**src/hdl/ihs_decorrelation_stretch_macros.svh**
```systemverilog
// ----------------------------------------------------------------------------
// IHS decorrelation stretch assertion macros
// Shared concurrent assertion forms, clocked on clk
// ----------------------------------------------------------------------------
`ifndef IHS_DECORRELATION_STRETCH_MACROS_SVH
`define IHS_DECORRELATION_STRETCH_MACROS_SVH

// implication checked outside reset
`define IHSDS_ASSERT_IMP(label, ante, cons) \
  label: assert property (@(posedge clk) disable iff (rst) (ante) |-> (cons)) \
    else $error("ihs_decorrelation_stretch: assertion failed");

// condition in the cycle after reset is applied
`define IHSDS_ASSERT_RST(label, cons) \
  label: assert property (@(posedge clk) rst |=> (cons)) \
    else $error("ihs_decorrelation_stretch: reset assertion failed");

`endif

```
**src/hdl/ihsds_pkg.sv**
```systemverilog
// ----------------------------------------------------------------------------
// IHS decorrelation stretch package
// Payload types, chain cell types and fixed constants
// ----------------------------------------------------------------------------
package ihsds_pkg;

  // field widths
  localparam int IX_W    = 27;
  localparam int Q_W     = 19;
  localparam int DVD_W   = 43;
  localparam int RAD_W   = 44;
  localparam int ROOT_W  = 22;
  localparam int SREM_W  = 24;
  localparam int QUO2_W  = 34;
  localparam int DIV_STEPS  = DVD_W;
  localparam int SQRT_STEPS = RAD_W / 2;

  // widths of the split divide by 765 in the front end
  localparam int WN_W   = 27;  // weight product magnitude
  localparam int A_W    = 18;  // coarse quotient of the weight
  localparam int B_W    = 10;  // remainder of the weight
  localparam int PB_W   = 26;  // gain times remainder
  localparam int RCP_W  = 28;  // reciprocal width
  localparam int RCP_SH = 37;  // reciprocal scale
  localparam int C_W    = PB_W + RCP_W - RCP_SH;

  // register indexes
  localparam logic [2:0] REG_REPLACE_INTENSITY = 3'd0;
  localparam logic [2:0] REG_STRETCH_INTENSITY = 3'd1;
  localparam logic [2:0] REG_SAT_MODE          = 3'd2;
  localparam logic [2:0] REG_INTENSITY_GAIN    = 3'd3;
  localparam logic [2:0] REG_INTENSITY_OFFSET  = 3'd4;
  localparam logic [2:0] REG_SAT_GAIN          = 3'd5;
  localparam logic [2:0] REG_SAT_OFFSET        = 3'd6;

  // saturation modes
  localparam logic [1:0] SAT_NONE      = 2'd0;
  localparam logic [1:0] SAT_UNIFORM   = 2'd1;
  localparam logic [1:0] SAT_INTENSITY = 2'd2;

  // arithmetic constants
  localparam logic [DVD_W-1:0] DIVIDEND_INV = 43'h600_0000_0000;  // 6 * 2^40
  localparam int               SAT_DIV      = 765;
  // ceil(2^37 / 765), exact floor for operands below 2^27
  localparam logic [RCP_W-1:0] RECIP765     = RCP_W'((64'd1 << RCP_SH) / SAT_DIV + 1);
  localparam int               WDEN         = 3133440;
  localparam int               HALF_DEN     = 50331648;  // 3 * 2^24
  localparam int               CLAMP_HI     = 98303;
  localparam int               CLAMP_OFF    = 98304;
  localparam logic [19:0]      RECIP3       = 20'd699051; // ceil(2^21 / 3)

  typedef struct packed {
    logic [7:0] red;
    logic [7:0] green;
    logic [7:0] blue;
    logic [7:0] new_intensity;
  } in_t;

  typedef struct packed {
    logic signed [15:0] out_red;
    logic signed [15:0] out_green;
    logic signed [15:0] out_blue;
  } out_t;

  typedef struct packed {
    logic               replace_intensity;
    logic               stretch_intensity;
    logic [1:0]         sat_mode;
    logic [15:0]        intensity_gain;
    logic signed [13:0] intensity_offset;
    logic [15:0]        sat_gain;
    logic signed [13:0] sat_offset;
  } cfg_t;

  // per-pixel sideband carried along the chains
  typedef struct packed {
    logic signed [IX_W-1:0] ix;
    logic signed [10:0]     u;
    logic signed [8:0]      v;
    logic                   qz;
    logic                   neg;
    logic [Q_W-1:0]         divisor;
  } ctx_t;

  typedef struct packed {
    ctx_t              ctx;
    logic [DVD_W-1:0]  dvd1;
    logic [Q_W-1:0]    rem1;
    logic [QUO2_W-1:0] quo2;
  } div_t;

  typedef struct packed {
    ctx_t              ctx;
    logic [QUO2_W-1:0] quo2;
    logic [RAD_W-1:0]  rad;
    logic [SREM_W-1:0] srem;
    logic [ROOT_W-1:0] root;
  } sqr_t;

endpackage

```
**src/hdl/ihsds_sqrt_cell.sv**
```systemverilog
// ----------------------------------------------------------------------------
// Square root chain cell
// One root bit per cell, two radicand bits consumed
// ----------------------------------------------------------------------------
module ihsds_sqrt_cell import ihsds_pkg::*; (
  input  logic clk,
  input  logic rst,
  input  logic in_valid,
  output logic in_ready,
  input  sqr_t in_data,
  output logic out_valid,
  input  logic out_ready,
  output sqr_t out_data
);

  logic              v;
  sqr_t              d;
  sqr_t              d_next;
  logic [SREM_W+1:0] t;
  logic [SREM_W+1:0] trial;
  logic              ge;

  // digit recurrence step
  always_comb begin
    d_next = in_data;
    t = {in_data.srem, in_data.rad[RAD_W-1 -: 2]};
    trial = {2'b00, in_data.root, 2'b01};
    ge = t >= trial;
    d_next.srem = ge ? SREM_W'(t - trial) : t[SREM_W-1:0];
    d_next.root = {in_data.root[ROOT_W-2:0], ge};
    d_next.rad  = {in_data.rad[RAD_W-3:0], 2'b00};
  end

  // stage handshake
  assign in_ready = !v || out_ready;

  always_ff @(posedge clk) begin
    if (rst) begin
      v <= 1'b0;
    end else if (in_ready) begin
      v <= in_valid;
    end
  end

  always_ff @(posedge clk) begin
    if (in_ready && in_valid) begin
      d <= d_next;
    end
  end

  assign out_valid = v;
  assign out_data  = d;

endmodule

```
**config.mk**
```make
export PLATFORM = sky130hd
export DESIGN_NAME = ihsds_sqrt_cell
export DESIGN_NICKNAME = d
export VERILOG_FILES = /design/src/hdl/ihs_decorrelation_stretch_macros.svh /design/src/hdl/ihsds_pkg.sv /design/src/hdl/ihsds_sqrt_cell.sv
export SDC_FILE = /design/constraint.sdc
export NUM_CORES = 1
export LEC_CHECK = 0
export BUFFER_PORTS_ARGS = -buffer_cell sky130_fd_sc_hd__clkbuf_2
export CAP_MARGIN = 20
export CORE_AREA = 3 3 152 154
export DETAILED_ROUTE_END_ITERATION = 16
export DIE_AREA = 0 0 155 157
export SYNTH_ARGS = -nofsm -noshare
export SYNTH_HDL_FRONTEND = slang
export SYNTH_SLANG_ARGS = --single-unit
```
**constraint.sdc**
```tcl
create_clock -name clk -period 7.8 [get_ports clk]
set_input_delay 0 -clock clk [delete_from_list [all_inputs] [get_ports clk]]
set_output_delay 0 -clock clk [all_outputs]
set_load 0.005 [all_outputs]
```
==> results by group <==
Placement
  – DP HPWL: 18.26 mm
  – GP Congestion: 0.8699
  – Area after DPL: 9732 sq um
  – Count of input and output buffers: 387

Synth
  – Synth Warn #: 0
  – Largest cells by area after synthesis: edfxtp_1 76%, ha_1 4.0%, a21oi_1 2.4%
  – Largest family of logic cells by synthesized area: compound AO/OA/AOI/OAI gates
  – Simple-gate share of the synthesized area: 4.962%
  – Top cell type's share of synthesized area: 76.18%
  – Most used DFF post-synth: edfxtp_1
  – Synthesized flop and latch total: 191
  – XOR/XNOR Fraction of Synth Area: 2.222%
  – Post-synthesis sequential area ratio: 76.45%
  – Post-synthesis compound-gate area fraction: 8.787%
  – Cell variety after synth: 52
  – Adder-Cell Fraction of Synth Area: 4.009%
  – Mapped Area: 7490 sq um
  – Cells after synthesis: 452
  – Post-Syn Area per Cell: 16.57 sq um
  – Post-synthesis mux area share: 0.8854%
  – Yosys top cell by area: edfxtp_1
  – Number of synthesized flops with an enable pin: 190
  – Fraction of registers with async set/reset: 0%

STA
  – Slew HR: 37.03%
  – Least-Margin Pin Slew: 0.9445 ns
  – Peak Freq: 344.9 MHz
  – Final min period: 2.899 ns
  – Final setup fails: 0
  – Max Slew Vio Count: 0
  – Hold Vio Cnt, Final: 0
  – Final setup TNS: 0 ns
  – Setup Skew: 0.01089 ns
  – Final Cycle Share: 37.17%
  – Unrepaired setup endpoints after global routing: no

Clock tree
  – CTS sink count: 191
  – Worst-Skew Late Latency: 0.42 ns
  – H-Tree Depth: 4
  – PostCTS Resize Cnt: 0
  – TritonCTS Buffers: 17
  – Clock-pin slew on the worst setup and hold paths: 0.07 ns
  – Root buffer cell: clkbuf_16
  – Max clock buf depth: 2
  – CTS tree: done

Drt
  – Routed wire length per instance: 18.99 um
  – DRC: 0
  – WL final: 25.36 mm
  – Initial drt markers: 340
  – Antenna-violating nets left: 0
  – Vias per cell: 4.555
  – Drt first pass iters: 4
  – Via Count: 6081

Worst setup path
  – Critical-path cell list: dlygate4sd3_1, clkbuf_2, inv_1, ha_1, a21o_1, nand3_1, a31oi_1, nor3_4, o21ai_4, buf_4, mux2_2
  – Critical Path Source Type: primary input
  – CP Max Fanout: 24
  – CP Data Arrival Time: 3.07 ns
  – CP endpoint kind: register
  – Slowest cell on the critical path: dlygate4sd3_1
  – Buf+Inv Stages, Crit Path: 4
  – CP Class: in2reg
  – CP required: 7.97 ns
  – Delay-heaviest family, CP: buffers and inverters
  – CP max stage delay: 0.53 ns

GRT
  – Initial antenna violation count: 1
  – Gr ovfl total: 0
  – First-pass GRT wire length: 36.76 mm
  – Overall global routing resource usage: 20.08%
  – Vias in the first global route: 6146
  – Largest net degree at the start of global routing: 73

Power and ir drop
  – Sw Ratio: 26.14%
  – Sequential power share: 49.2%
  – LEAKAGE: 5.361 nW
  – Peak supply drop: 123.9 uV
  – Tot Pwr: 2.511 mW
  – Net Sw Power: 0.6565 mW
  – Cell Int Power: 1.854 mW
  – Combinational share of power: 15.9%
  – Clock share of power: 34.9%
  – Pwr dens: 205.0 nW/um^2

Floorplanning
  – Chip width: 155 um
  – Io pins: 390
  – Placement Rows: 54
  – Chip height: 157 um
  – Core Area: 21820 sq um
  – Initial Util: 34.32%
  – Die Footprint: 24340 sq um

Final layout
  – Area delta synth->final: 63.50%
  – # fillers: 1730
  – Layout cells sized above 1: 41.69%
  – Nets: 1260
  – Post-route cell area: 12250 sq um

Run
  – Max-cap viol count: 0

Run status
  – Status: finished clean

Min path
  – Min-Delay Path Class: in2reg
registers in the layout, summed over array words and instances (netlist names):
signal and count:
out_valid 1, out_data 190
metal layers:
metal / wire [um] / track usage, % / up-vias
met5: 0 / 0 / -
met4: 901 / 8.410 / 0
met3: 1774 / 5.142 / 47
met2: 13190 / 35.78 / 256
met1: 9486 / 23.02 / 2887
li1: - / - / 2891
what timing repair did:
action | CTS | global route
endpoints found under the setup margin | 0 | 0
hold buffers | 190 | 0
endpoints found under the hold margin | 189 | 0
setup buffers | 0 | 0
cell usage in the layout, fill, tap and decap left out, types with 6 or more instances in the layout:
master / count
dlygate4sd3_1: 190
clkbuf_16: 17
nand3_1: 10
xnor2_1: 13
edfxtp_1: 190
ha_1: 24
o21ai_0: 13
inv_1: 33
nor2_1: 27
nand2_1: 16
a21oi_1: 36
a21o_1: 6
xor2_1: 6
clkbuf_2: 387
worst min-delay path, cell delays in order:
cell and delay (ns):
clkbuf_2 0.12, inv_1 0.09, xnor2_1 0.13
cell families (layout without fill, tap and decap cells):
logic type / Yosys count / after routing
AND/OR/NAND/NOR: 77 / 77
buffers and inverters: 45 / 645
AO/OA/AOI/OAI: 89 / 89
multiplexers: 6 / 6
adder cells (fa/ha/maj): 24 / 24
XOR/XNOR: 19 / 19
flip-flops: 191 / 191
other: 1 / 4
per-stage QoR:
| stage | instances | util (%) | hold slack, ns | setup slack, ns |
|---|---|---|---|---|
| floorplan | 453 | - | 0.06907 | 2.442 |
| global placement | 1111 | 44.59 | 0.1595 | 5.053 |
| detailed placement | 1111 | 44.59 | 0.1698 | 5.006 |
| CTS | 1333 | 56.09 | 0.006075 | 4.912 |
| global route | 1334 | 56.10 | 0.04587 | 4.692 |
| finish | 1335 | 56.11 | 0.02691 | 4.901 |
final timing paths:
| check | startpoint | to | slack (ns) | cells past startpoint |
|---|---|---|---|---|
| min | in_data[88] | out_data[22] | 0.03 | 3 |
| max | in_data[5] | out_data[26] | 4.90 | 11 |
| min reg2reg | out_valid | out_valid | 1.12 | 3 |
| max reg2reg | out_valid | out_data[142] | 5.30 | 3 |
Yosys cell counts, types with 2 or more instances:
| master | number |
|---|---|
| xnor2_1 | 13 |
| o31ai_1 | 4 |
| nand2b_1 | 4 |
| a31oi_1 | 4 |
| nand2_1 | 16 |
| nand3_1 | 10 |
| buf_4 | 5 |
| and2_1 | 3 |
| nor2_1 | 27 |
| xor2_1 | 6 |
| inv_1 | 33 |
| nand4_1 | 5 |
| and3_1 | 2 |
| mux2_2 | 4 |
| edfxtp_1 | 190 |
| clkbuf_1 | 4 |
| a21oi_1 | 36 |
| ha_1 | 24 |
| o21ai_0 | 13 |
| nor4_1 | 2 |
| nor3_1 | 2 |
| buf_2 | 2 |
| o21a_1 | 3 |
| a21oi_2 | 2 |
| nor2b_1 | 3 |
| a21o_1 | 6 |
| o311ai_2 | 2 |
| o21bai_1 | 3 |
area by class of cell:
type                            count  area (sq um)  share of cell area, %
Multi-Input combinational cell    217          1573                  12.84
Clock inverter                     15         181.4                  1.482
Sequential cell                   191          5725                  46.76
Tap cell                          280         350.3                  2.861
Antenna cell                        2         5.005                0.04087
Clock buffer                       17         425.4                  3.474
Timing Repair Buffer              580          3861                  31.53
Inverter                           33         123.9                  1.012
power groups by stage:
| stage | Sequential, mW | Combinational (mW) | Clock [mW] |
|---|---|---|---|
| floorplan | 1.28 | 0.140 | 0 |
| global placement | 1.25 | 0.315 | 0 |
| detailed placement | 1.26 | 0.318 | 0 |
| CTS | 1.23 | 0.400 | 0.906 |
| global route | 1.24 | 0.434 | 0.940 |
| finish | 1.23 | 0.400 | 0.876 |
No activity file was read; power rests on OpenSTA's default activity.
