<file path="src/hdl/ihs_decorrelation_stretch_macros.svh">
// ----------------------------------------------------------------------------
// IHS decorrelation stretch assertion macros
// Shared concurrent assertion forms, clocked on clk
// ----------------------------------------------------------------------------
`ifndef IHS_DECORRELATION_STRETCH_MACROS_SVH
`define IHS_DECORRELATION_STRETCH_MACROS_SVH

// implication checked outside reset
`define IHSDS_ASSERT_IMP(label, ante, cons) \
  label: assert property (@(posedge clk) disable iff (rst) (ante) |-> (cons)) \
    else $error("ihs_decorrelation_stretch: assertion failed");

// condition in the cycle after reset is applied
`define IHSDS_ASSERT_RST(label, cons) \
  label: assert property (@(posedge clk) rst |=> (cons)) \
    else $error("ihs_decorrelation_stretch: reset assertion failed");

`endif

</file>
<file path="src/hdl/ihsds_pkg.sv">
// ----------------------------------------------------------------------------
// IHS decorrelation stretch package
// Payload types, chain cell types and fixed constants
// ----------------------------------------------------------------------------
package ihsds_pkg;

  // field widths
  localparam int IX_W    = 27;
  localparam int Q_W     = 19;
  localparam int DVD_W   = 43;
  localparam int RAD_W   = 44;
  localparam int ROOT_W  = 22;
  localparam int SREM_W  = 24;
  localparam int QUO2_W  = 34;
  localparam int DIV_STEPS  = DVD_W;
  localparam int SQRT_STEPS = RAD_W / 2;

  // widths of the split divide by 765 in the front end
  localparam int WN_W   = 27;  // weight product magnitude
  localparam int A_W    = 18;  // coarse quotient of the weight
  localparam int B_W    = 10;  // remainder of the weight
  localparam int PB_W   = 26;  // gain times remainder
  localparam int RCP_W  = 28;  // reciprocal width
  localparam int RCP_SH = 37;  // reciprocal scale
  localparam int C_W    = PB_W + RCP_W - RCP_SH;

  // register indexes
  localparam logic [2:0] REG_REPLACE_INTENSITY = 3'd0;
  localparam logic [2:0] REG_STRETCH_INTENSITY = 3'd1;
  localparam logic [2:0] REG_SAT_MODE          = 3'd2;
  localparam logic [2:0] REG_INTENSITY_GAIN    = 3'd3;
  localparam logic [2:0] REG_INTENSITY_OFFSET  = 3'd4;
  localparam logic [2:0] REG_SAT_GAIN          = 3'd5;
  localparam logic [2:0] REG_SAT_OFFSET        = 3'd6;

  // saturation modes
  localparam logic [1:0] SAT_NONE      = 2'd0;
  localparam logic [1:0] SAT_UNIFORM   = 2'd1;
  localparam logic [1:0] SAT_INTENSITY = 2'd2;

  // arithmetic constants
  localparam logic [DVD_W-1:0] DIVIDEND_INV = 43'h600_0000_0000;  // 6 * 2^40
  localparam int               SAT_DIV      = 765;
  // ceil(2^37 / 765), exact floor for operands below 2^27
  localparam logic [RCP_W-1:0] RECIP765     = RCP_W'((64'd1 << RCP_SH) / SAT_DIV + 1);
  localparam int               WDEN         = 3133440;
  localparam int               HALF_DEN     = 50331648;  // 3 * 2^24
  localparam int               CLAMP_HI     = 98303;
  localparam int               CLAMP_OFF    = 98304;
  localparam logic [19:0]      RECIP3       = 20'd699051; // ceil(2^21 / 3)

  typedef struct packed {
    logic [7:0] red;
    logic [7:0] green;
    logic [7:0] blue;
    logic [7:0] new_intensity;
  } in_t;

  typedef struct packed {
    logic signed [15:0] out_red;
    logic signed [15:0] out_green;
    logic signed [15:0] out_blue;
  } out_t;

  typedef struct packed {
    logic               replace_intensity;
    logic               stretch_intensity;
    logic [1:0]         sat_mode;
    logic [15:0]        intensity_gain;
    logic signed [13:0] intensity_offset;
    logic [15:0]        sat_gain;
    logic signed [13:0] sat_offset;
  } cfg_t;

  // per-pixel sideband carried along the chains
  typedef struct packed {
    logic signed [IX_W-1:0] ix;
    logic signed [10:0]     u;
    logic signed [8:0]      v;
    logic                   qz;
    logic                   neg;
    logic [Q_W-1:0]         divisor;
  } ctx_t;

  typedef struct packed {
    ctx_t              ctx;
    logic [DVD_W-1:0]  dvd1;
    logic [Q_W-1:0]    rem1;
    logic [QUO2_W-1:0] quo2;
  } div_t;

  typedef struct packed {
    ctx_t              ctx;
    logic [QUO2_W-1:0] quo2;
    logic [RAD_W-1:0]  rad;
    logic [SREM_W-1:0] srem;
    logic [ROOT_W-1:0] root;
  } sqr_t;

endpackage

</file>
<file path="src/hdl/ihsds_front.sv">
// ----------------------------------------------------------------------------
// Front end
// Intensity, chroma pair, saturation weight product; seeds the divider chain
// ----------------------------------------------------------------------------
module ihsds_front import ihsds_pkg::*; (
  input  logic clk,
  input  logic rst,
  input  cfg_t cfg,
  input  logic in_valid,
  output logic in_ready,
  input  in_t  in_data,
  output logic out_valid,
  input  logic out_ready,
  output div_t out_data
);

  logic v1, v2, v3, v4, v5;
  logic r1, r2, r3, r4, r5;
  ctx_t c1, c2, c3, c4;
  ctx_t c1_next;
  ctx_t c3_next;
  logic signed [IX_W:0] wn2;
  logic signed [IX_W:0] wn2_next;
  logic [WN_W-1:0]      wabs3;
  logic [WN_W-1:0]      wabs3_next;
  logic [A_W-1:0]       a3;
  logic [A_W-1:0]       a3_next;
  logic [QUO2_W-1:0]    pa4;
  logic [QUO2_W-1:0]    pa4_next;
  logic [PB_W-1:0]      pb4;
  logic [PB_W-1:0]      pb4_next;
  div_t d5;
  div_t d5_next;

  logic [9:0]            i3;
  logic signed [IX_W-1:0] off_ext;
  logic [9:0]            ua;
  logic [7:0]            va;
  logic [Q_W-1:0]        q;
  logic signed [IX_W:0]  dev;
  logic [WN_W+RCP_W-1:0] qa;
  logic [B_W-1:0]        b;
  logic [PB_W+RCP_W-1:0] qc;

  // stage 1: intensity and chroma
  always_comb begin
    c1_next = '0;
    i3 = cfg.replace_intensity ?
         10'({2'b00, in_data.new_intensity} + {1'b0, in_data.new_intensity, 1'b0}) :
         10'({2'b00, in_data.red} + {2'b00, in_data.green} + {2'b00, in_data.blue});
    off_ext = IX_W'(cfg.intensity_offset);
    c1_next.ix = cfg.stretch_intensity ?
                 IX_W'($signed(IX_W'(cfg.intensity_gain * i3)) + off_ext * 27'sd768) :
                 $signed(IX_W'({i3, 12'b0}));
    c1_next.u = $signed({2'b00, in_data.blue, 1'b0}) - $signed({3'b000, in_data.red})
                - $signed({3'b000, in_data.green});
    c1_next.v = $signed({1'b0, in_data.red}) - $signed({1'b0, in_data.green});
    ua = c1_next.u[10] ? 10'(-c1_next.u) : c1_next.u[9:0];
    va = c1_next.v[8] ? 8'(-c1_next.v) : c1_next.v[7:0];
    q = Q_W'(ua * ua) + Q_W'(3 * va * va);
    c1_next.qz = (q == '0);
    c1_next.divisor = c1_next.qz ? Q_W'(1) : q;
  end

  // stage 2: intensity weight
  always_comb begin
    dev = ($signed((IX_W+1)'(c1.ix)) <<< 1) - $signed((IX_W+1)'(WDEN));
    wn2_next = $signed((IX_W+1)'(WDEN)) - (dev < 0 ? -dev : dev);
  end

  // stage 3: weight magnitude and its coarse quotient by 765
  always_comb begin
    c3_next = c2;
    c3_next.neg = wn2 < 0;
    wabs3_next = (wn2 < 0) ? WN_W'(-wn2) : WN_W'(wn2);
    qa = wabs3_next * RECIP765;
    a3_next = qa[RCP_SH +: A_W];
  end

  // stage 4: gain times quotient and times remainder
  always_comb begin
    b = B_W'(wabs3 - WN_W'(a3 * SAT_DIV));
    pa4_next = QUO2_W'(cfg.sat_gain * a3);
    pb4_next = PB_W'(cfg.sat_gain * b);
  end

  // stage 5: remainder quotient, divider seed
  always_comb begin
    qc = pb4 * RECIP765;
    d5_next = '0;
    d5_next.ctx = c4;
    d5_next.dvd1 = DIVIDEND_INV;
    d5_next.quo2 = pa4 + QUO2_W'(qc[RCP_SH +: C_W]);
  end

  // stage handshakes
  assign r5 = !v5 || out_ready;
  assign r4 = !v4 || r5;
  assign r3 = !v3 || r4;
  assign r2 = !v2 || r3;
  assign r1 = !v1 || r2;
  assign in_ready = r1;

  always_ff @(posedge clk) begin
    if (rst) begin
      v1 <= 1'b0;
      v2 <= 1'b0;
      v3 <= 1'b0;
      v4 <= 1'b0;
      v5 <= 1'b0;
    end else begin
      if (r1) v1 <= in_valid;
      if (r2) v2 <= v1;
      if (r3) v3 <= v2;
      if (r4) v4 <= v3;
      if (r5) v5 <= v4;
    end
  end

  always_ff @(posedge clk) begin
    if (r1 && in_valid) c1 <= c1_next;
    if (r2 && v1) begin
      c2  <= c1;
      wn2 <= wn2_next;
    end
    if (r3 && v2) begin
      c3    <= c3_next;
      wabs3 <= wabs3_next;
      a3    <= a3_next;
    end
    if (r4 && v3) begin
      c4  <= c3;
      pa4 <= pa4_next;
      pb4 <= pb4_next;
    end
    if (r5 && v4) d5 <= d5_next;
  end

  assign out_valid = v5;
  assign out_data  = d5;

endmodule

</file>
<file path="config.mk">
export PLATFORM = sky130hd
export DESIGN_NAME = ihsds_front
export DESIGN_NICKNAME = d
export VERILOG_FILES = /design/src/hdl/ihs_decorrelation_stretch_macros.svh /design/src/hdl/ihsds_pkg.sv /design/src/hdl/ihsds_front.sv
export SDC_FILE = /design/constraint.sdc
export NUM_CORES = 2
export LEC_CHECK = 0
export BUFFER_PORTS_ARGS = -buffer_cell sky130_fd_sc_hd__buf_2
export CAP_MARGIN = 20
export CORE_AREA = 2 2 477 479
export DETAILED_ROUTE_END_ITERATION = 10
export DIE_AREA = 0 0 479 481
export HOLD_SLACK_MARGIN = 0.1
export PLACE_DENSITY = 0.41
export SYNTH_ARGS = -nofsm -noshare
export SYNTH_HDL_FRONTEND = slang
export SYNTH_SLANG_ARGS = --single-unit
</file>
<file path="constraint.sdc">
create_clock -name clk -period 13.25 [get_ports clk]
set_clock_uncertainty 0.2 [all_clocks]
set_input_delay 0.6625 -clock clk [delete_from_list [all_inputs] [get_ports clk]]
set_output_delay 0.6625 -clock clk [all_outputs]
set_load 0.02 [all_outputs]
</file>
==> flow_metrics.env <==
export IMPL_grt_pass1_vias=48100
export IMPL_postCtsSetupRepairBufs=0
export IMPL_synthSimpleGateAreaFrac_pct=9.99
export IMPL_gp_congestion=0.850
export IMPL_synth_edff_count=479
export IMPL_endpoint_kind="flip-flop"
export IMPL_hold_slack_ns=0.199
export IMPL_synth_adder_area_share_pct=48.0
export IMPL_max_freq_ghz=0.0949
export IMPL_wl_mm=176
export IMPL_vias=43500
export IMPL_synth_top_area_share_pct=29.7
export IMPL_fin_ws_ns=2.72
export IMPL_hold_class="reg -> reg"
export IMPL_fin_setup_tns_ns=0
export IMPL_synthXorXnorAreaFrac_pct=4.29
export IMPL_grtUsageTotal_pct=15.8
export IMPL_boundaryPins=266
export IMPL_antenna_found_initial=10
export IMPL_async_reset_ff_share_pct=0
export IMPL_rows=175
export IMPL_yosysWarnings=0
export IMPL_most_common_layout_cells="inv_1 (1503), fa_1 (998), ha_1 (985)"
export IMPL_arrival_ns=10.86
export IMPL_insertion_delay_ns=0.71
export IMPL_maxCapViolCount=0
export IMPL_postLayoutCoreUtil_pct=32.8
export IMPL_drt_iter0_markers=1721
export IMPL_syn_to_final_growth_pct=10.0
export IMPL_vias_per_cell=4.45
export IMPL_ys_seq_area_share_pct=21.5
export IMPL_cts_buffers=68
export IMPL_crit_required_ns=13.57
export IMPL_dieWidth_um=479
export IMPL_synth_area_mux_share_pct=0.253
export IMPL_synth_area_leaders="fa_1 (30%), edfxtp_1 (21%), ha_1 (18%), inv_1 (8.4%), xnor2_1 (3.1%)"
export IMPL_rsz0062_at_grt="no"
export IMPL_fillers=23300
export IMPL_htreeDepth=3
export IMPL_hold_viol=0
export IMPL_timing_critical_path_fanout_max=12
export IMPL_synthFlopType="edfxtp_1"
export IMPL_preCtsSetupSlack_ns=1.96
export IMPL_die_area_um2=230000
export IMPL_start_kind="input pin"
export IMPL_status="complete, no violations"
export IMPL_cts_root_buf="clkbuf_16"
export IMPL_synth_top_family_by_area="adder cells"
export IMPL_start_util_pct=29.8
export IMPL_grt_pass1_wl_mm=281
export IMPL_setup_violations=0
export IMPL_final_common_cell="inv_1"
export IMPL_grt_overflow_total=0
export IMPL_fp_coreArea_um2=226000
export IMPL_clk_pin_slew_ns=0.06
export IMPL_ys_ff_latch=484
export IMPL_grt_max_degree=57
export IMPL_synth_compound_area_share_pct=6.02
export IMPL_synth_cell_types=87
export IMPL_postRouteAntennaNets=0
export IMPL_cts_tree="built"
export IMPL_synth_avg_cell_area_um2=10.3
export IMPL_drcViolationCount=0
export IMPL_drtPass1Iterations=5
export IMPL_dp_hpwl_mm=146
export IMPL_worstSetupPathType="in -> reg"
export IMPL_yosys_area_top_type="fa_1"
export IMPL_syn_area_um2=67200
export IMPL_cpMaxStageDelayCell="or4_1"
export IMPL_min_period_ns=10.53
export IMPL_rrSetupSlack_ns=3.19
export IMPL_synthCells=6506
export IMPL_die_h_um=481
export IMPL_slew_headroom_pct=33.0
export IMPL_cts_sinks=484
export IMPL_crit_path_max_incr_delay_ns=0.56
export IMPL_final_nets=8776
export IMPL_period_share_pct=79.5
export IMPL_drive_above_1_share_pct=6.29
export IMPL_wire_per_inst_um=18.1
export IMPL_cts_buffer_depth=3
export IMPL_portBuffers=187
export IMPL_worstMarginPinSlew_ns=0.998
export IMPL_cts_resized_gates=0
export IMPL_report_final_slew_viol_count=0
export IMPL_cp_common_cell="fa_1"
==> final timing paths <==
kind         depth (start not counted)       to         from
max reg2reg                         31  pb4[25]        a3[5]
max                                 41    c1[0]  in_data[24]
min reg2reg                          0   c3[24]       c2[24]
min                                  0   c3[24]       c2[24]
==> critical path: cells and delay by family <==
family	cells	cell delay (ns)
adder cells (fa/ha/maj)	11	4.38
buffers and inverters	8	0.60
AND/OR/NAND/NOR	8	2.48
multiplexers	1	0.52
XOR/XNOR	2	0.36
AO/OA/AOI/OAI	11	1.82
==> metal layers <==
layer  part of all wire (%)  global-route usage [%]
met2                     50                    27.9
met4                    2.4                    4.21
met5                  0.019                       0
met1                     44                    20.1
met3                    3.8                    2.24
==> cell type report <==
cell class,count,area [um^2],share of cell area (%)
Multi-Input combinational cell,4381,46400,62.7
Inverter,1503,5640,7.62
Tap cell,3009,3760,5.09
Timing Repair Buffer,255,1450,1.96
Clock inverter,44,507,0.685
Sequential cell,484,14500,19.6
Antenna cell,4,10.0,0.0135
Clock buffer,79,1740,2.36
==> cells by family after synthesis <==
| kind of cell | after synthesis |
|---|---|
| compound gates | 620 |
| xor+xnor | 327 |
| fa+ha+maj | 1983 |
| buf+inv | 1701 |
| flops | 484 |
| mux | 15 |
| other cells | 2 |
| simple gates | 1374 |
==> synthesized netlist by cell type, drive strengths merged, types with 5 or more instances <==
cell type / n
mux2i: 9
or4: 13
o41ai: 8
o21bai: 31
clkbuf: 117
nand2: 454
buf: 81
dfxtp: 5
edfxtp: 479
o21a: 41
nand3: 47
a21o: 71
o211ai: 10
ha: 985
a21boi: 18
o31ai: 14
nor2b: 40
o41a: 5
mux2: 6
o22ai: 9
nand2b: 46
fa: 998
nand3b: 7
or3: 23
or2: 34
o21ai: 117
xor2: 90
nor2: 283
xnor2: 236
nor3: 70
a31o: 8
and3: 25
a21oi: 190
a2111oi: 8
nor4: 17
nor3b: 8
nand4: 16
a221oi: 5
and2: 280
a31oi: 14
inv: 1503
a211oi: 28
==> what timing repair did <==
| item | in CTS | in global routing |
|---|---|---|
| endpoints found under the setup margin | 0 | 0 |
| hold buffers | 3 | 0 |
| hold endpoints to repair | 5 | 0 |
==> sequential cells by signal, summed over array words and instances, names as in the netlist, 8 cells and up <==
| register | count |
|---|---|
| wn2 | 26 |
| c3 | 67 |
| c1 | 66 |
| pa4 | 34 |
| wabs3 | 8 |
| a3 | 18 |
| out_data | 101 |
| pb4 | 26 |
| c4 | 67 |
| c2 | 66 |
==> metrics by stage <==
| step | cells | instance area [um^2] |
|---|---|---|
| global placement | 9628 | 71700 |
| floorplan | 6566 | 67500 |
| global route | 9756 | 74000 |
| detailed placement | 9629 | 71700 |
| CTS | 9755 | 74000 |
| finish | 9759 | 74000 |
Power is not shown: default switching activity piles up to over one toggle a cycle in this logic, so the estimate is an artifact.
