==> config.mk <==
export PLATFORM = sky130hd
export DESIGN_NAME = ihsds_div_cell
export DESIGN_NICKNAME = d
export VERILOG_FILES = /design/src/hdl/ihs_decorrelation_stretch_macros.svh /design/src/hdl/ihsds_pkg.sv /design/src/hdl/ihsds_div_cell.sv
export SDC_FILE = /design/constraint.sdc
export NUM_CORES = 1
export LEC_CHECK = 0
export ABC_AREA = 1
export BUFFER_PORTS_ARGS = -buffer_cell sky130_fd_sc_hd__buf_4
export CORE_AREA = 2 2 131 133
export DETAILED_ROUTE_END_ITERATION = 8
export DIE_AREA = 0 0 133 135
export PLACE_DENSITY = 0.71
export SLEW_MARGIN = 20
export SYNTH_ARGS = -nofsm -noshare
export SYNTH_HDL_FRONTEND = slang
export SYNTH_SLANG_ARGS = --single-unit
export TNS_END_PERCENT = 10
==> constraint.sdc <==
create_clock -name clk -period 11.8 [get_ports clk]
set_input_delay 2.36 -clock clk [delete_from_list [all_inputs] [get_ports clk]]
set_output_delay 2.36 -clock clk [all_outputs]
set_load 0.005 [all_outputs]
==> src/hdl/ihs_decorrelation_stretch_macros.svh <==
// ----------------------------------------------------------------------------
// IHS decorrelation stretch assertion macros
// Shared concurrent assertion forms, clocked on clk
// ----------------------------------------------------------------------------
`ifndef IHS_DECORRELATION_STRETCH_MACROS_SVH
`define IHS_DECORRELATION_STRETCH_MACROS_SVH

// implication checked outside reset
`define IHSDS_ASSERT_IMP(label, ante, cons) \
  label: assert property (@(posedge clk) disable iff (rst) (ante) |-> (cons)) \
    else $error("ihs_decorrelation_stretch: assertion failed");

// condition in the cycle after reset is applied
`define IHSDS_ASSERT_RST(label, cons) \
  label: assert property (@(posedge clk) rst |=> (cons)) \
    else $error("ihs_decorrelation_stretch: reset assertion failed");

`endif

==> src/hdl/ihsds_pkg.sv <==
// ----------------------------------------------------------------------------
// IHS decorrelation stretch package
// Payload types, chain cell types and fixed constants
// ----------------------------------------------------------------------------
package ihsds_pkg;

  // field widths
  localparam int IX_W    = 27;
  localparam int Q_W     = 19;
  localparam int DVD_W   = 43;
  localparam int RAD_W   = 44;
  localparam int ROOT_W  = 22;
  localparam int SREM_W  = 24;
  localparam int QUO2_W  = 34;
  localparam int DIV_STEPS  = DVD_W;
  localparam int SQRT_STEPS = RAD_W / 2;

  // widths of the split divide by 765 in the front end
  localparam int WN_W   = 27;  // weight product magnitude
  localparam int A_W    = 18;  // coarse quotient of the weight
  localparam int B_W    = 10;  // remainder of the weight
  localparam int PB_W   = 26;  // gain times remainder
  localparam int RCP_W  = 28;  // reciprocal width
  localparam int RCP_SH = 37;  // reciprocal scale
  localparam int C_W    = PB_W + RCP_W - RCP_SH;

  // register indexes
  localparam logic [2:0] REG_REPLACE_INTENSITY = 3'd0;
  localparam logic [2:0] REG_STRETCH_INTENSITY = 3'd1;
  localparam logic [2:0] REG_SAT_MODE          = 3'd2;
  localparam logic [2:0] REG_INTENSITY_GAIN    = 3'd3;
  localparam logic [2:0] REG_INTENSITY_OFFSET  = 3'd4;
  localparam logic [2:0] REG_SAT_GAIN          = 3'd5;
  localparam logic [2:0] REG_SAT_OFFSET        = 3'd6;

  // saturation modes
  localparam logic [1:0] SAT_NONE      = 2'd0;
  localparam logic [1:0] SAT_UNIFORM   = 2'd1;
  localparam logic [1:0] SAT_INTENSITY = 2'd2;

  // arithmetic constants
  localparam logic [DVD_W-1:0] DIVIDEND_INV = 43'h600_0000_0000;  // 6 * 2^40
  localparam int               SAT_DIV      = 765;
  // ceil(2^37 / 765), exact floor for operands below 2^27
  localparam logic [RCP_W-1:0] RECIP765     = RCP_W'((64'd1 << RCP_SH) / SAT_DIV + 1);
  localparam int               WDEN         = 3133440;
  localparam int               HALF_DEN     = 50331648;  // 3 * 2^24
  localparam int               CLAMP_HI     = 98303;
  localparam int               CLAMP_OFF    = 98304;
  localparam logic [19:0]      RECIP3       = 20'd699051; // ceil(2^21 / 3)

  typedef struct packed {
    logic [7:0] red;
    logic [7:0] green;
    logic [7:0] blue;
    logic [7:0] new_intensity;
  } in_t;

  typedef struct packed {
    logic signed [15:0] out_red;
    logic signed [15:0] out_green;
    logic signed [15:0] out_blue;
  } out_t;

  typedef struct packed {
    logic               replace_intensity;
    logic               stretch_intensity;
    logic [1:0]         sat_mode;
    logic [15:0]        intensity_gain;
    logic signed [13:0] intensity_offset;
    logic [15:0]        sat_gain;
    logic signed [13:0] sat_offset;
  } cfg_t;

  // per-pixel sideband carried along the chains
  typedef struct packed {
    logic signed [IX_W-1:0] ix;
    logic signed [10:0]     u;
    logic signed [8:0]      v;
    logic                   qz;
    logic                   neg;
    logic [Q_W-1:0]         divisor;
  } ctx_t;

  typedef struct packed {
    ctx_t              ctx;
    logic [DVD_W-1:0]  dvd1;
    logic [Q_W-1:0]    rem1;
    logic [QUO2_W-1:0] quo2;
  } div_t;

  typedef struct packed {
    ctx_t              ctx;
    logic [QUO2_W-1:0] quo2;
    logic [RAD_W-1:0]  rad;
    logic [SREM_W-1:0] srem;
    logic [ROOT_W-1:0] root;
  } sqr_t;

endpackage

==> src/hdl/ihsds_div_cell.sv <==
// ----------------------------------------------------------------------------
// Divider chain cell
// One restoring quotient bit of the inverse saturation division
// ----------------------------------------------------------------------------
module ihsds_div_cell import ihsds_pkg::*; (
  input  logic clk,
  input  logic rst,
  input  logic in_valid,
  output logic in_ready,
  input  div_t in_data,
  output logic out_valid,
  input  logic out_ready,
  output div_t out_data
);

  logic            v;
  div_t            d;
  div_t            d_next;
  logic [Q_W:0]    t1;
  logic            b1;

  // one quotient bit
  always_comb begin
    d_next = in_data;
    t1 = {in_data.rem1, in_data.dvd1[DVD_W-1]};
    b1 = t1 >= {1'b0, in_data.ctx.divisor};
    d_next.rem1 = b1 ? Q_W'(t1 - {1'b0, in_data.ctx.divisor}) : t1[Q_W-1:0];
    d_next.dvd1 = {in_data.dvd1[DVD_W-2:0], b1};
  end

  // stage handshake
  assign in_ready = !v || out_ready;

  always_ff @(posedge clk) begin
    if (rst) begin
      v <= 1'b0;
    end else if (in_ready) begin
      v <= in_valid;
    end
  end

  always_ff @(posedge clk) begin
    if (in_ready && in_valid) begin
      d <= d_next;
    end
  end

  assign out_valid = v;
  assign out_data  = d;

endmodule

==> flow_metrics.tcl, run 1 <==
set metrics [dict create \
    max-vdd-ir-drop_v 0.0000980 \
    insertion_delay_ns 0.42 \
    wl_per_cell_um 18.8 \
    die_w_um 133 \
    min_path_type "reg -> reg" \
    postSynthCellCount 473 \
    cts_tree "yes" \
    fmax_mhz 194 \
    dieArea_mm2 0.0180 \
    worstSetupPathType "in -> out" \
    dpl.cell_count 1024 \
    grt_pass1_vias 4785 \
    status "completed" \
    synthToLayoutAreaGrowth_pct 52.1 \
    cp_max_fo 2 \
    tns_ns 0 \
    synth_cell_types 24 \
    drtPass1Iterations 4 \
    finalNonFillerCells 1056 \
    grt_max_degree 76 \
    worstPathArrival_ns 2.80 \
    ys_seq_area_frac 0.764 \
    detailroute.via_count 4815 \
    grt_overflow 0 \
    gp_congestion 0.893 \
    final_layout_size_suffix_gt1_frac 0.447 \
    power_mw 1.48 \
    yosys-top-cells-count "edfxtp_1, nand2_1, inv_1, nand3_1, nor2_1" \
    final_max_slew_viol_count 0 \
    port_buffers 333 \
    cts_max_path_buffers 2 \
    cts_setup_buffers 0 \
    fillers 1339 \
    rsz0062_at_grt "no" \
    hold_depth 2 \
    fin_crit_sh 0.437 \
    hpwl_um 15500 \
    ys_seq_elements 165 \
    r2r_cells 2 \
    die_h_um 135 \
    maxCapViolations 0 \
    ys_warn_count 0 \
    cts.sinks 165 \
    cts_hold_buf 0 \
    finalSetupViolations 0 \
    num_io_pins 334 \
    numCtsBuffers 17 \
    endpoint_kind "primary output" \
    multi_input_area_mm2 0.00128 \
    synth_area_mm2 0.00647 \
    wirelength_um 19800 \
    period_needed_ns 5.16 \
    vias_per_cell 4.56 \
    ctsResizeCount 0 \
    tightestPinTransition_ns 0.940 \
    yosysTopAreaCell "edfxtp_1" \
    htree_levels 4 \
    netlist_top_cells_area "edfxtp_1, nand2_1, ha_1" \
    grt_pass1_wl_um 28400 \
    antenna_cells 0 \
    fin_util 0.600 \
    async_flop_share 0 \
    synth_top_area_share 0.761 \
    fin_worst_skew_ns 0.00674 \
    drc 0 \
    drt-initial-drc-count 278 \
    p_leak_nw 4.48 \
    syn_nets 661 \
    detail-route-antenna-nets 0 \
    finalHoldViolations 0 \
    power_density_mw_per_mm2 150 \
    clk_pin_slew_worst_paths_ns 0.06 \
    layout.nets 1011 \
    cts-root-buf "clkbuf_16" \
    synth_top_flop_cell "edfxtp_1" \
    slew-limit-headroom 0.373 \
    regArea_mm2 0.00494 \
    gr-usage-all-layers 0.216 \
    core_mm2 0.0164 \
    yosysMostFrequentCell "edfxtp_1" \
    rows 47 \
    crit_path_start_kind "input port" \
    required_ns 9.44 \
    synth.avg_cell_area_um2 13.7 \
    antenna_found_initial 1 \
    start_util 0.395 \
    synth-edff-count 164 \
]
final timing paths:
check,endpoint,startpoint,slack [ns]
max,in_ready,out_ready,6.64
min,out_valid$_SDFFE_PP0N_,out_valid$_SDFFE_PP0N_,0.55
max reg2reg,out_data[117]$_DFFE_PP_,out_valid$_SDFFE_PP0N_,9.44
min reg2reg,out_valid$_SDFFE_PP0N_,out_valid$_SDFFE_PP0N_,0.55
power breakdown:
part           internal, mW  leakage, nW  switching, mW
Combinational         0.105         2.59          0.100
Sequential            0.693         1.60         0.0108
Clock                 0.321        0.295          0.246
metrics by stage:
| step | setup slack (ns) | area [um^2] | hold WS [ns] |
|---|---|---|---|
| floorplan | 0.775 | 6470 | 0.507 |
| global placement | 6.67 | 9240 | 0.527 |
| detailed placement | 6.64 | 9240 | 0.539 |
| CTS | 6.64 | 9840 | 0.546 |
| global route | 6.60 | 9840 | 0.596 |
| finish | 6.64 | 9840 | 0.553 |
flip-flops by register name, indices dropped and copies added (netlist names):
| name | cells |
|---|---|
| out_data | 164 |
| out_valid | 1 |
critical path: stages:
cell	delay, ns
buf_4	0.11
inv_1	0.10
nand2_1	0.08
buf_4	0.14
logic make-up after synthesis:
kind of cell	share of synthesized area
buffers and inverters	0.0406
AO/OA/AOI/OAI	0.0158
AND/OR/NAND/NOR	0.126
adder cells (fa/ha/maj)	0.0398
XOR/XNOR	0.0135
flip-flops	0.764
per-layer routing:
layer,GRT usage,vias up,part of all wire
met2,0.384,179,0.52
met1,0.234,2285,0.37
met3,0.0916,19,0.089
li1,-,2330,-
met5,0,-,0.00066
met4,0.0681,2,0.018
placed cells by master (no fill, tap or decap), types with 2 or more instances in the layout:
cell type	n
a21oi_1	12
buf_4	335
bufinv_16	2
clkbuf_16	17
clkinv_4	2
edfxtp_1	164
ha_1	19
inv_1	58
inv_6	5
inv_8	3
nand2_1	130
nand2_2	2
nand3_1	24
nand3b_1	5
nor2_1	21
nor2_2	2
nor3_1	7
o21ai_0	6
xnor2_1	3
xor2_1	7
area by class of cell:
cell class                      count  area share
Multi-Input combinational cell    245       0.130
Timing Repair Buffer              335       0.255
Clock buffer                       17      0.0432
Sequential cell                   165       0.502
Inverter                           59      0.0228
Clock inverter                     15      0.0186
Tap cell                          220      0.0280
(Power assumes the default switching activity.)
==> inputs of run 2 (changes only) <==
--- a/config.mk
+++ b/config.mk
@@ -7,10 +7,10 @@
 export LEC_CHECK = 0
 export ABC_AREA = 1
 export BUFFER_PORTS_ARGS = -buffer_cell sky130_fd_sc_hd__buf_4
-export CORE_AREA = 2 2 131 133
+export CORE_AREA = 2 2 129 131
 export DETAILED_ROUTE_END_ITERATION = 8
-export DIE_AREA = 0 0 133 135
-export PLACE_DENSITY = 0.71
+export DIE_AREA = 0 0 131 133
+export PLACE_DENSITY = 0.76
 export SLEW_MARGIN = 20
 export SYNTH_ARGS = -nofsm -noshare
 export SYNTH_HDL_FRONTEND = slang
==> constraint.sdc (replaced) <==
create_clock -name clk -period 4.18 [get_ports clk]
set_input_delay 0.836 -clock clk [delete_from_list [all_inputs] [get_ports clk]]
set_output_delay 0.836 -clock clk [all_outputs]
set_load 0.005 [all_outputs]
==> run 2 against run 1 <==
Against the previous run: critical path depth grew 10; clock skew is essentially flat; highest routed layer unchanged; sequential cell count is the same; hold slack lost 0.0038 ns; largest cell class unchanged.
==> flow_metrics.tcl, run 2 (synthesis results as in run 1) <==
set metrics [dict create \
    whs_endpoint "out_valid$_SDFFE_PP0N_" \
    drc 0 \
    dieArea_mm2 0.0174 \
    regArea_mm2 0.00494 \
    multi_input_area_mm2 0.00128 \
    drtPass1Iterations 4 \
    final_layout_size_suffix_gt1_frac 0.446 \
    grt_overflow 0 \
    seqPwrFrac 0.480 \
    drt-initial-drc-count 268 \
    endpoint_kind "flip-flop" \
    final_max_slew_viol_count 0 \
    detail-route-antenna-nets 0 \
    die_w_um 131 \
    worstPathArrival_ns 2.77 \
    fin_util 0.609 \
    clk_pin_slew_worst_paths_ns 0.06 \
    cts_setup_buffers 0 \
    cts_tree "yes" \
    rows 47 \
    reg2reg_from "out_valid$_SDFFE_PP0N_" \
    timing.rr.end "out_data[155]$_DFFE_PP_" \
    r2r_cells 2 \
    grt_max_degree 105 \
    min_path_type "reg -> reg" \
    detailroute.via_count 4807 \
    stdcell_area_mm2 0.00985 \
    fin_worst_skew_ns 0.00653 \
    largest_reg_flops 164 \
    p_leak_nw 4.49 \
    wl_per_cell_um 18.3 \
    grt_pass1_vias 4611 \
    mostFrequentLayoutCells "buf_4, edfxtp_1, nand2_1" \
    grt_pass1_wl_um 27200 \
    cts.sinks 165 \
    ctsResizeCount 0 \
    htree_levels 4 \
    die_h_um 133 \
    vias_per_cell 4.55 \
    finalSetupViolations 0 \
    dpl.cell_count 1024 \
    max-vdd-ir-drop_v 0.000279 \
    finalHoldViolations 0 \
    finalNonFillerCells 1057 \
    layout.nets 1011 \
    p_sw_frac 0.238 \
    r2r_slack_ns 2.59 \
    rsz0062_at_grt "no" \
    start_util 0.400 \
    antenna_found_initial 2 \
    tightestPinTransition_ns 0.801 \
    hp-start "out_valid$_SDFFE_PP0N_" \
    synthToLayoutAreaGrowth_pct 52.1 \
    fmax_mhz 383 \
    cts_max_path_buffers 2 \
    wirelength_um 19300 \
    worstSetupPathType "in -> reg" \
    p_switching_mw 0.986 \
    crit_path_start_kind "input port" \
    numCtsBuffers 17 \
    placed_area_mm2 0.00925 \
    cts_hold_buf 0 \
    required_ns 4.34 \
    status "completed" \
    power_mw 4.14 \
    clockPowerShare 0.380 \
    insertion_delay_ns 0.42 \
    cts-root-buf "clkbuf_16" \
    internal_power_mw 3.15 \
    gp_congestion 0.903 \
    hold_depth 2 \
    slew-limit-headroom 0.466 \
    maxCapViolations 0 \
    cp_max_fo 23 \
    core_mm2 0.0162 \
    num_io_pins 334 \
    gr-usage-all-layers 0.217 \
    period_needed_ns 2.61 \
    hpwl_um 15200 \
    fin_crit_sh 0.624 \
    pwr-share-comb 0.140 \
    tns_ns 0 \
    fillers 1288 \
    port_buffers 333 \
    final_common_cell "buf_4" \
    power_density_mw_per_mm2 421 \
]
==> run 2: changes by cell type in the layout (fill, tap and decap cells not counted) <==
cell / before / now
inv_8: 3 / 2
diode_2: 0 / 1
clkinv_4: 2 / 1
clkinvlp_4: 1 / 0
buf_4: 335 / 334
clkinv_2: 0 / 2
clkbuf_1: 0 / 1
buf_12: 0 / 1
==> run 2: worst max-delay path, cell delays in order <==
cell and delay [ns]:
buf_4 0.08, inv_1 0.04, ha_1 0.23, fa_1 0.44, inv_1 0.11, nand3_1 0.07
nand3_1 0.13, nand3_1 0.09, nand3_1 0.11, nand2_1 0.10, nand2_4 0.24, inv_4 0.15
nand2_1 0.09, nand2_1 0.06
==> run 2: final cells by class <==
cell class	count	share of cell area
Clock buffer	18	0.0436
Sequential cell	165	0.502
Timing Repair Buffer	335	0.257
Tap cell	220	0.0280
Antenna cell	1	0.000254
Clock inverter	14	0.0168
Inverter	59	0.0227
Multi-Input combinational cell	245	0.130
==> run 2: routing by layer <==
layer | wire (um) | global-route usage | vias up
met2 | 10200 | 0.383 | 194
met4 | 318 | 0.0603 | 2
li1 | - | - | 2327
met5 | 12 | 0 | -
met1 | 6570 | 0.223 | 2262
met3 | 2250 | 0.110 | 22
==> run 2: worst max path at each step <==
stage                            from                      to  slack [ns]  cells past startpoint
after global routing      in_data[95]  out_data[42]$_DFFE_PP_        1.39                     14
after CTS                 in_data[95]  out_data[42]$_DFFE_PP_        1.59                     14
final                     in_data[95]  out_data[42]$_DFFE_PP_        1.57                     14
after detailed placement  in_data[95]  out_data[42]$_DFFE_PP_        1.15                     14
after floorplan             out_ready   out_data[0]$_DFFE_PP_        0.09                      2
after global placement    in_data[95]  out_data[48]$_DFFE_PP_        1.23                     14
==> run 2: power groups by stage <==
stage / Sequential, mW / Clock (mW) / Combinational (mW)
after floorplan: 2.04 / 0 / 0.211
after global placement: 2.02 / 0 / 0.575
after detailed placement: 2.02 / 0 / 0.584
after CTS: 1.99 / 1.62 / 0.586
after global routing: 2.00 / 1.68 / 0.633
final: 1.99 / 1.57 / 0.579
==> run 2: stage by stage <==
| step | hold WS (ns) | setup WS [ns] |
|---|---|---|
| 2_1_floorplan | 0.542 | 0.0876 |
| 3_3_place_gp | 0.528 | 1.23 |
| 3_5_place_dp | 0.548 | 1.15 |
| 4_1_cts | 0.555 | 1.59 |
| 5_1_grt | 0.559 | 1.39 |
| 6_report | 0.549 | 1.57 |
